[src/rtl/rdq_pkg.sv]
`default_nettype none

package rdq_pkg;

  // request kinds as they arrive on the input channel
  typedef enum logic [2:0] {
    KIND_LIST       = 3'd0,
    KIND_PUSH_FRONT = 3'd1,
    KIND_PUSH_BACK  = 3'd2,
    KIND_REVERSE    = 3'd3,
    KIND_POP_FRONT  = 3'd4,
    KIND_POP_BACK   = 3'd5
  } kind_t;

  // classified operations handed from front to back
  typedef enum logic [2:0] {
    OP_NOP,
    OP_LIST,
    OP_PUSH_FRONT,
    OP_PUSH_BACK,
    OP_REVERSE,
    OP_POP_FRONT,
    OP_POP_BACK
  } op_t;

  // result status codes
  typedef enum logic [1:0] {
    STATUS_DONE  = 2'd0,
    STATUS_EMPTY = 2'd1,
    STATUS_FULL  = 2'd2
  } status_t;

  // back end sequencer states
  typedef enum logic {
    ST_IDLE,
    ST_LIST
  } back_state_t;

  // one queued command
  typedef struct packed {
    op_t                op;
    logic signed [31:0] value;
  } cmd_t;

  localparam int QUEUE_DEPTH = 4;
  localparam int QUEUE_AW    = 2;

endpackage

`default_nettype wire

[src/rtl/rdq_front.sv]
`default_nettype none

module rdq_front
  import rdq_pkg::*;
(
  input  wire logic               clk,
  input  wire logic               rst,
  input  wire logic               in_valid,
  output logic                    in_stall,
  input  wire logic [2:0]         kind,
  input  wire logic signed [31:0] value,
  output logic                    cmd_valid,
  output cmd_t                    cmd,
  input  wire logic               cmd_take
);

  cmd_t                q_mem [QUEUE_DEPTH];
  logic [QUEUE_AW-1:0] wr_ptr;
  logic [QUEUE_AW-1:0] rd_ptr;
  logic [QUEUE_AW:0]   q_count;
  logic                accept;
  logic                take;
  cmd_t                new_cmd;

  // classify the incoming request
  always_comb begin
    new_cmd.value = value;
    case (kind)
      KIND_LIST:       new_cmd.op = OP_LIST;
      KIND_PUSH_FRONT: new_cmd.op = OP_PUSH_FRONT;
      KIND_PUSH_BACK:  new_cmd.op = OP_PUSH_BACK;
      KIND_REVERSE:    new_cmd.op = OP_REVERSE;
      KIND_POP_FRONT:  new_cmd.op = OP_POP_FRONT;
      KIND_POP_BACK:   new_cmd.op = OP_POP_BACK;
      default:         new_cmd.op = OP_NOP;
    endcase
  end

  // queue handshake
  assign in_stall  = (q_count == (QUEUE_AW+1)'(QUEUE_DEPTH));
  assign accept    = in_valid && !in_stall;
  assign cmd_valid = (q_count != '0);
  assign take      = cmd_take && cmd_valid;
  assign cmd       = q_mem[rd_ptr];

  // queue pointers and fill level
  always_ff @(posedge clk) begin
    if (rst) begin
      wr_ptr  <= '0;
      rd_ptr  <= '0;
      q_count <= '0;
    end else begin
      if (accept) wr_ptr <= wr_ptr + 1'b1;
      if (take) rd_ptr <= rd_ptr + 1'b1;
      case ({accept, take})
        2'b10:   q_count <= q_count + 1'b1;
        2'b01:   q_count <= q_count - 1'b1;
        default: q_count <= q_count;
      endcase
    end
  end

  // queue storage
  always_ff @(posedge clk) begin
    if (accept) q_mem[wr_ptr] <= new_cmd;
  end

  a_count_bound: assert property (@(posedge clk) disable iff (rst)
    q_count <= (QUEUE_AW+1)'(QUEUE_DEPTH))
    else $error("command queue overfilled");

  a_take_nonempty: assert property (@(posedge clk) disable iff (rst)
    cmd_take |-> cmd_valid)
    else $error("command taken from empty queue");

  a_ptr_gap: assert property (@(posedge clk) disable iff (rst)
    (q_count == '0) |-> (wr_ptr == rd_ptr))
    else $error("empty queue with unequal pointers");

endmodule

`default_nettype wire

[src/rtl/rdq_back.sv]
`default_nettype none

module rdq_back
  import rdq_pkg::*;
#(
  parameter int DEPTH = 16
)
(
  input  wire logic               clk,
  input  wire logic               rst,
  input  wire logic               cmd_valid,
  input  wire cmd_t               cmd,
  output logic                    cmd_take,
  output logic                    out_valid,
  input  wire logic               out_stall,
  output logic signed [31:0]      entry,
  output logic [1:0]              status,
  output logic                    last
);

  localparam int SW = $clog2(DEPTH);
  localparam int CW = $clog2(DEPTH + 1);
  localparam logic [SW:0] DEPTH_X = (SW+1)'(DEPTH);

  logic signed [31:0] ring [DEPTH];
  logic signed [31:0] rd_data;

  back_state_t state;
  back_state_t state_next;
  logic [SW-1:0] front_slot;
  logic [SW-1:0] front_slot_next;
  logic [CW-1:0] count;
  logic [CW-1:0] count_next;
  logic          reversed;
  logic          reversed_next;
  logic [SW-1:0] idx;
  logic [SW-1:0] idx_next;
  status_t       status_q;
  status_t       status_next;
  logic          last_next;
  logic          out_valid_next;
  logic          entry_sel;
  logic          entry_sel_next;

  logic          advance;
  logic          is_full;
  logic          is_empty;
  logic          list_last;
  logic          mem_we;
  logic [SW-1:0] wr_addr;
  logic          rd_en;
  logic [SW:0]   count_x;
  logic [SW:0]   idx_x;
  logic [SW:0]   back_sum;
  logic [SW-1:0] back_slot;
  logic [SW:0]   list_off;
  logic [SW:0]   list_sum;
  logic [SW-1:0] list_slot;
  logic [SW-1:0] dec_slot;
  logic [SW-1:0] inc_slot;

  assign advance   = !out_valid || !out_stall;
  assign is_full   = (count == CW'(DEPTH));
  assign is_empty  = (count == '0);
  assign count_x   = (SW+1)'(count);
  assign idx_x     = (SW+1)'(idx);
  assign list_last = ((idx_x + (SW+1)'(1)) == count_x);
  assign cmd_take  = (state == ST_IDLE) && cmd_valid && advance;

  // ring slot arithmetic, every sum stays below twice the depth
  always_comb begin
    back_sum  = (SW+1)'(front_slot) + count_x;
    back_slot = (back_sum >= DEPTH_X) ? SW'(back_sum - DEPTH_X) : SW'(back_sum);
    list_off  = reversed ? (count_x - (SW+1)'(1) - idx_x) : idx_x;
    list_sum  = (SW+1)'(front_slot) + list_off;
    list_slot = (list_sum >= DEPTH_X) ? SW'(list_sum - DEPTH_X) : SW'(list_sum);
    dec_slot  = (front_slot == '0) ? SW'(DEPTH - 1) : front_slot - 1'b1;
    inc_slot  = (front_slot == SW'(DEPTH - 1)) ? '0 : front_slot + 1'b1;
  end

  // next state
  always_comb begin
    state_next = state;
    case (state)
      ST_IDLE: begin
        if (cmd_take && (cmd.op == OP_LIST) && !is_empty) state_next = ST_LIST;
      end
      ST_LIST: begin
        if (advance && list_last) state_next = ST_IDLE;
      end
      default: state_next = ST_IDLE;
    endcase
  end

  // datapath and result control
  always_comb begin
    front_slot_next = front_slot;
    count_next      = count;
    reversed_next   = reversed;
    idx_next        = idx;
    mem_we          = 1'b0;
    wr_addr         = back_slot;
    rd_en           = 1'b0;
    out_valid_next  = out_valid;
    status_next     = status_q;
    last_next       = last;
    entry_sel_next  = entry_sel;
    if (advance) begin
      out_valid_next = 1'b0;
    end
    case (state)
      ST_IDLE: begin
        if (cmd_take) begin
          out_valid_next = 1'b1;
          status_next    = STATUS_DONE;
          last_next      = 1'b1;
          entry_sel_next = 1'b0;
          case (cmd.op)
            OP_LIST: begin
              idx_next = '0;
              if (is_empty) begin
                status_next = STATUS_EMPTY;
              end else begin
                out_valid_next = 1'b0;
              end
            end
            OP_PUSH_FRONT, OP_PUSH_BACK: begin
              if (is_full) begin
                status_next = STATUS_FULL;
              end else begin
                mem_we     = 1'b1;
                count_next = count + 1'b1;
                if ((cmd.op == OP_PUSH_FRONT) ^ reversed) begin
                  wr_addr         = dec_slot;
                  front_slot_next = dec_slot;
                end
              end
            end
            OP_POP_FRONT, OP_POP_BACK: begin
              if (is_empty) begin
                status_next = STATUS_EMPTY;
              end else begin
                count_next = count - 1'b1;
                if ((cmd.op == OP_POP_FRONT) ^ reversed) front_slot_next = inc_slot;
              end
            end
            OP_REVERSE: reversed_next = !reversed;
            default: ;
          endcase
        end
      end
      ST_LIST: begin
        if (advance) begin
          rd_en          = 1'b1;
          out_valid_next = 1'b1;
          status_next    = STATUS_DONE;
          last_next      = list_last;
          entry_sel_next = 1'b1;
          idx_next       = idx + 1'b1;
        end
      end
      default: ;
    endcase
  end

  // control registers
  always_ff @(posedge clk) begin
    if (rst) begin
      state      <= ST_IDLE;
      front_slot <= '0;
      count      <= '0;
      reversed   <= 1'b0;
      idx        <= '0;
      out_valid  <= 1'b0;
    end else begin
      state      <= state_next;
      front_slot <= front_slot_next;
      count      <= count_next;
      reversed   <= reversed_next;
      idx        <= idx_next;
      out_valid  <= out_valid_next;
    end
  end

  // result payload
  always_ff @(posedge clk) begin
    status_q  <= status_next;
    last      <= last_next;
    entry_sel <= entry_sel_next;
  end

  // ring memory, one write and one registered read
  always_ff @(posedge clk) begin
    if (mem_we) ring[wr_addr] <= cmd.value;
    if (rd_en) rd_data <= ring[list_slot];
  end

  assign entry  = entry_sel ? rd_data : '0;
  assign status = status_q;

  a_count_bound: assert property (@(posedge clk) disable iff (rst)
    count <= CW'(DEPTH))
    else $error("entry count above depth");

  a_front_bound: assert property (@(posedge clk) disable iff (rst)
    front_slot <= SW'(DEPTH - 1))
    else $error("front slot out of range");

  a_list_nonempty: assert property (@(posedge clk) disable iff (rst)
    (state == ST_LIST) |-> !is_empty)
    else $error("listing an empty store");

  a_list_frozen: assert property (@(posedge clk) disable iff (rst)
    (state == ST_LIST) |=> $stable(count) && $stable(front_slot) && $stable(reversed))
    else $error("store changed during a listing");

endmodule

`default_nettype wire

[src/rtl/reversible_deque_core.sv]
`default_nettype none

// Bounded double-ended queue of signed 32-bit values kept in a ring memory of
// DEPTH slots. Requests enter a four-deep command queue and are carried out in
// order by the back end, which owns the ring, the front pointer, the fill count
// and the reverse flag. Push, pop, reverse and unused kinds each give one result
// with last set. A list first enters a listing state and then gives one result
// per stored entry, one per cycle while out_stall is low, front to back, the
// last marked; the ring's single read port sets that pace, and the back end
// takes no new request until the list ends. A list on an empty store gives one
// result with status empty. Reverse only flips a flag; no data moves. A push
// onto a full store is refused with status full; a pop on an empty store
// reports empty. Both channels hold under stall without loss.

module reversible_deque_core
  import rdq_pkg::*;
#(
  parameter int DEPTH = 16
)
(
  input  wire logic               clk,
  input  wire logic               rst,
  input  wire logic               in_valid,
  output logic                    in_stall,
  input  wire logic [2:0]         kind,
  input  wire logic signed [31:0] value,
  output logic                    out_valid,
  input  wire logic               out_stall,
  output logic signed [31:0]      entry,
  output logic [1:0]              status,
  output logic                    last
);

  logic cmd_valid;
  logic cmd_take;
  cmd_t cmd;

  // request intake and classification
  rdq_front u_front (
    .clk       (clk),
    .rst       (rst),
    .in_valid  (in_valid),
    .in_stall  (in_stall),
    .kind      (kind),
    .value     (value),
    .cmd_valid (cmd_valid),
    .cmd       (cmd),
    .cmd_take  (cmd_take)
  );

  // execution over the ring store
  rdq_back #(
    .DEPTH (DEPTH)
  ) u_back (
    .clk       (clk),
    .rst       (rst),
    .cmd_valid (cmd_valid),
    .cmd       (cmd),
    .cmd_take  (cmd_take),
    .out_valid (out_valid),
    .out_stall (out_stall),
    .entry     (entry),
    .status    (status),
    .last      (last)
  );

endmodule

`default_nettype wire
[config.mk]
export PLATFORM = sky130hd
export DESIGN_NAME = reversible_deque_core
export DESIGN_NICKNAME = d
export VERILOG_FILES = /design/src/rtl/rdq_pkg.sv /design/src/rtl/rdq_front.sv /design/src/rtl/rdq_back.sv /design/src/rtl/reversible_deque_core.sv
export SDC_FILE = /design/constraint.sdc
export NUM_CORES = 1
export LEC_CHECK = 0
export BUFFER_PORTS_ARGS = -buffer_cell sky130_fd_sc_hd__buf_4
export CORE_UTILIZATION = 40
export CTS_CLUSTER_DIAMETER = 120
export DETAILED_ROUTE_END_ITERATION = 6
export GPL_TIMING_DRIVEN = 0
export RECOVER_POWER = 50
export SYNTH_ARGS = -nofsm -noshare
export SYNTH_HDL_FRONTEND = slang
export SYNTH_HIERARCHICAL = 1
export SYNTH_SLANG_ARGS = --single-unit
export TNS_END_PERCENT = 20
[constraint.sdc]
create_clock -name clk -period 14.4 [get_ports clk]
set_clock_uncertainty 0.05 [all_clocks]
set_input_delay 0.72 -clock clk [delete_from_list [all_inputs] [get_ports clk]]
set_output_delay 0.72 -clock clk [all_outputs]
set_load 0.005 [all_outputs]
# == After elaboration in Yosys (flattened, before gate mapping) ==
# Memory sizes are Yosys's and may differ from the RTL's. A register that Yosys moved wholly into a read port is not among the register bits.
# Index checks and enable logic that the tools add are counted.
# totals
ff_bits,27
memories,2
latch_bits,0
wordCells,143
mem_bits_rw,652
rom_bits,0
# memory_table
name,depth,word_bits,rd,rd_ports_with_merged_regs,wr,line_no,source
u_back.ring,16,32,1,1,1,rdq_back.sv:25,logic signed [31:0] ring [DEPTH];
u_front.q_mem,4,35,1,1,1,rdq_front.sv:17,cmd_t q_mem [QUEUE_DEPTH];
# classes
n_eq_ne,24
n_reduce_logical,27
magnitude_cmp,2
shift,0
div,0
mul,0
n_mux,58
addsub,15
bitwise,3
# ops
op,n
$mux W4,16
$mux W32,1
$mux W1,22
$eq A3 B3 Y1 const B,6
$pmux W3 S6,1
$pmux W4 S2,2
$mux W5,3
$eq A3 B2 Y1 const B,4
$sub A4 B1 Y4 const B,3
$add A4 B5 Y5,2
$ge A5 B5 Y1 const B,2
$mux W2,5
$pmux W5 S2,1
$add A4 B1 Y4 const B,2
$ne A2 B2 Y1 const B,4
$pmux W1 S2,4
$pmux W2 S2,2
$logic_and A1 B1 Y1,7
$reduce_and A7 Y1,1
$eq A3 B1 Y1 const B,2
$ne A2 B1 Y1 const B,3
$pmux W3 S2,1
$reduce_and A3 Y1,2
$add A4 B1 Y5 const B,1
other kinds (24),32

# == Longest topological paths before layout ==
# logic_depth
depth_word,8
ltp_mapped,14

# == By module ==
# Netlist, hierarchy kept.
# modules_own_cells
mod,area_per_inst_um2,instances,cells_each,seq_area_each_um2
rdq_back,22557.9,1,1078,16776.1
rdq_front,5611.6,1,240,4384.2

# == Worst setup path before layout ==
# No wires, ideal clock.
# synth_path
path_kind,register to register
start,register (tool-made name)
end,memory u_back.ring[8][0] (enable)
n_path_buf,4
path_stages_with_launch,11
period_less_slack_ps,5321
t_arrival_ps,4803
setup_slack_ps,9079
cell_sequence,dfxtp_1 buf_6 buf_12 mux4_2 buf_6 nor3b_4 xnor2_2 nor3_4 mux2i_1 buf_6 nor3b_1
# synth_rtl
element,line_no
"end, declared",rdq_back.sv:25

# == Worst setup path after layout ==
# layout_path
start,register u_back.count[1]
end,register u_back.rd_data[29] (read register of u_back.ring) (data pin)
# layout_via
elab_chain_len,6
# layout_rtl
element,line_no,source
"start, declared",rdq_back.sv:32,logic [CW-1:0] count;
"start signal, assigned",rdq_back.sv:178,count <= count_next;
$sub A5 B1 Y5 (*),rdq_back.sv:74,list_off = reversed ? (count_x - (SW+1)'(1) - idx_x) : idx_x;
$sub A5 B4 Y5 (*),rdq_back.sv:74,
$mux W5 (*),rdq_back.sv:74,
$add A4 B5 Y5 (*),rdq_back.sv:75,list_sum = (SW+1)'(front_slot) + list_off;
$sub A4 B1 Y4 or $ge A5 B5 Y1 (tied branches),rdq_back.sv:76,list_slot = (list_sum >= DEPTH_X) ? SW'(list_sum - DEPTH_X) : SW'(list_sum);
$mux W4 (*),rdq_back.sv:76,
"end, declared",rdq_back.sv:26,logic signed [31:0] rd_data;
# Every way passes the cells marked *; elsewhere a longest branch is shown, timed or not.
# A chain may end at the register's enable or synchronous reset.

==> impl_metrics.ini <==
[floorplan]
ioPinCount = 76
die_x_um = 267
initial_core_util_pct = 40.7
row_count = 96
die-area_um2 = 71500
die-height_um = 267
core_area_um2 = 69200

[synth]
ys_top_cells_by_area = edfxtp_1 73%, mux4_2 13%, mux2i_1 3.7%, dfxtp_1 1.8%, ha_1 0.89%
async_reset_ff_share_pct = 0
synth_seq_cells = 713
yosys.cell_types.count = 56
synth_edf_count = 688
syn-num-nets = 1381
yosys_most_used_dff = edfxtp_1
synthCells = 1318
yosysTopAreaCellShare_pct = 73.3
ys_seq_area_share_pct = 75.1
synth.avg_cell_area_um2 = 21.4
synth_warnings = 6
yosysTopAreaCell = edfxtp_1
syn-cell-area_um2 = 28200

[routing]
drtAntennaViolNets = 0
vias_per_cell = 5.27
drtIter0Drc = 902
first_pass_iters = 5
wl_per_cell_um = 23.6
wirelength_um = 59500
drc = 0
vias = 13300

[power]
finalPower_uw = 6680
p_leak_uw = 0.0105
peakVddDrop_uv = 103
p_per_area_nw_per_um2 = 201

[placed_design]
dp_slack_ns = 9.31
dp_cells = 2388
dp.final_hpwl_um = 40400
port_buffers = 74
gp_congestion = 0.763

[timing]
slew_violations = 48
setup_slack_ns = 9.34
setup_violations = 0
tightest_slew_ns = 2.22
slew_headroom_pct = -47.9
fin_crit_sh_pct = 35.1
hold_violations = 0
clock.fmax_ghz = 0.198
fin_crit_ns = 5.06
rsz0062_at_grt = no
tns_ns = 0

[final_layout]
fin_nets = 1596
finish.utilization_pct = 48.0
n_fill_cell = 5749
area_growth_pct = 17.8
layout-drive-gt1-share_pct = 27.1
diodes = 0
finalNonFillerCells = 2521

[min_path]
worstHoldEndpoint = u_front/q_mem[2][19]$_DFFE_PP_
hp-class = input port to register
min_delay_path_depth = 1
hold_start = value[19]

[clocking]
cts_root_buf = clkbuf_16
clkTransAtPathRegs_ns = 0.06
clk_latency_ns = 0.61
cts_hold_buf = 0
post_cts_buffers = 0
cts_buffers = 74
clock-sinks = 713
cts_tree = done
clock_path_buffers = 3
htree_levels = 3
cts_resized = 0

[grt]
grt_pass1_vias = 13900
grt.overflow.total = 0
globalRouteMet3Util_pct = 2.93
grt_max_degree = 31
track_usage_pct = 17.1
busiest_layer = met2
grt_pass1_wl_um = 88300
use_met1_pct = 22.9
grt_util_met2_pct = 28.6
antenna_found_initial = 3

[worst_setup_path]
cp_max_fo = 10
criticalPathCategory = register to register
timing.rr.start = u_back/count[1]$_SDFFE_PP0P_
rr_endpoint = u_back/rd_data[29]$_DFFE_PP_
crit_path_end_kind = register
worstPathRequired_ns = 14.67
r2r_cells = 12
start_kind = register
rrSetupSlack_ns = 9.34
cp.arrival_ns = 5.33

[outcome]
failed_checks = capacitance limit, slew limit
status = finished with violations

[run]
max_cap_viol_count = 2
## placed cells by master (no fill, tap or decap), types with 10 or more instances in the layout
| master | n |
|---|---|
| a21oi_1 | 20 |
| and2_1 | 32 |
| buf_2 | 17 |
| buf_4 | 41 |
| buf_6 | 59 |
| bufinv_16 | 15 |
| clkbuf_1 | 72 |
| clkbuf_16 | 77 |
| clkinv_1 | 14 |
| clkinv_2 | 17 |
| dfxtp_1 | 25 |
| edfxtp_1 | 688 |
| ha_1 | 20 |
| inv_1 | 22 |
| mux2i_1 | 104 |
| mux4_2 | 158 |
| nand2_1 | 15 |
| nor2_1 | 34 |
| o21ai_0 | 10 |
| xnor2_1 | 16 |
| xor2_1 | 11 |
## synthesized netlist by cell type (11+ instances only)
cell	number
dfxtp_1	25
ha_1	20
nand2_1	15
xor2_1	11
a21oi_1	20
mux4_2	158
and2_1	36
clkbuf_1	28
inv_1	22
xnor2_1	16
buf_2	19
edfxtp_1	688
mux2i_1	104
nor2_1	34
## metal layers
layer / wire (um) / vias up
met2: 29400 / 352
met3: 3340 / 83
met4: 1230 / 4
li1: - / 5858
met1: 25500 / 6990
met5: 24 / -
## per-stage QoR
| step | instance area [um^2] | hold WS [ns] |
|---|---|---|
| finish | 33200 | 0.314 |
| global route | 33200 | 0.311 |
| CTS | 33400 | 0.216 |
| detailed placement | 30800 | 0.465 |
| global placement | 29900 | 0.446 |
| floorplan | 28200 | 0.432 |
## logic make-up after synthesis
logic type	Yosys count	share of synthesized area (%)
and+or+nand+nor	138	2.79
muxes	272	17.0
buffers and inverters	84	1.57
DFF	713	75.1
adders and majority gates	24	1.17
xor gates and xnor gates	30	1.01
AOI/OAI and AO/OA	57	1.34
## sequential cells by signal, summed over array words and instances, names as in the netlist, 2 cells and up, named ones only
name,flops
u_back/count,5
u_back/front_slot,4
u_front/q_mem,140
u_back/status,2
u_back/rd_data,32
u_front/rd_ptr,2
u_front/q_count,3
u_back/ring,512
u_back/idx,4
u_front/wr_ptr,2
## layout make-up
cell class                 count  area [um^2]  share of cell area [%]
buffer                        62          332                   0.999
clock buffer                  82         1950                    5.86
clock inverter                51          631                    1.90
inverter                      22         82.6                   0.249
multi-input combinational    521         6640                    20.0
sequential                   713        21200                    63.8
tap                          931         1160                    3.51
timing repair buffer         139         1220                    3.68
## report_power, final
group	internal [uW]	leakage (uW)	switching, uW
clock network	1240	0.00127	771
logic	862	0.00285	1150
registers	2620	0.00642	42.8
total	4720	0.0105	1960
## critical path: stages, from the launching register on
cell and delay (ns):
dfxtp_1 0.37, clkbuf_1 0.33, inv_1 0.19, ha_1 0.35, fa_1 0.44, a21oi_1 0.25, inv_1 0.09, fa_1 0.57
clkbuf_1 0.61, clkbuf_1 0.73, mux4_2 0.42, mux2i_1 0.20, mux2i_1 0.19
## worst max path at each step
stage / startpoint / endpoint / slack (ns) / cells past startpoint
2_1_floorplan: register / u_back/ring[8][0]$_DFFE_PP_ / 9.08 / 10
3_3_place_gp: register / u_back/ring[15][13]$_DFFE_PP_ / 6.05 / 10
3_5_place_dp: u_back/count[1]$_SDFFE_PP0P_ / u_back/rd_data[6]$_DFFE_PP_ / 9.31 / 12
4_1_cts: u_back/count[1]$_SDFFE_PP0P_ / u_back/rd_data[6]$_DFFE_PP_ / 9.30 / 12
5_1_grt: u_back/count[1]$_SDFFE_PP0P_ / u_back/rd_data[30]$_DFFE_PP_ / 9.08 / 12
6_report: u_back/count[1]$_SDFFE_PP0P_ / u_back/rd_data[29]$_DFFE_PP_ / 9.34 / 12
Power figures use the tool's default switching activity.
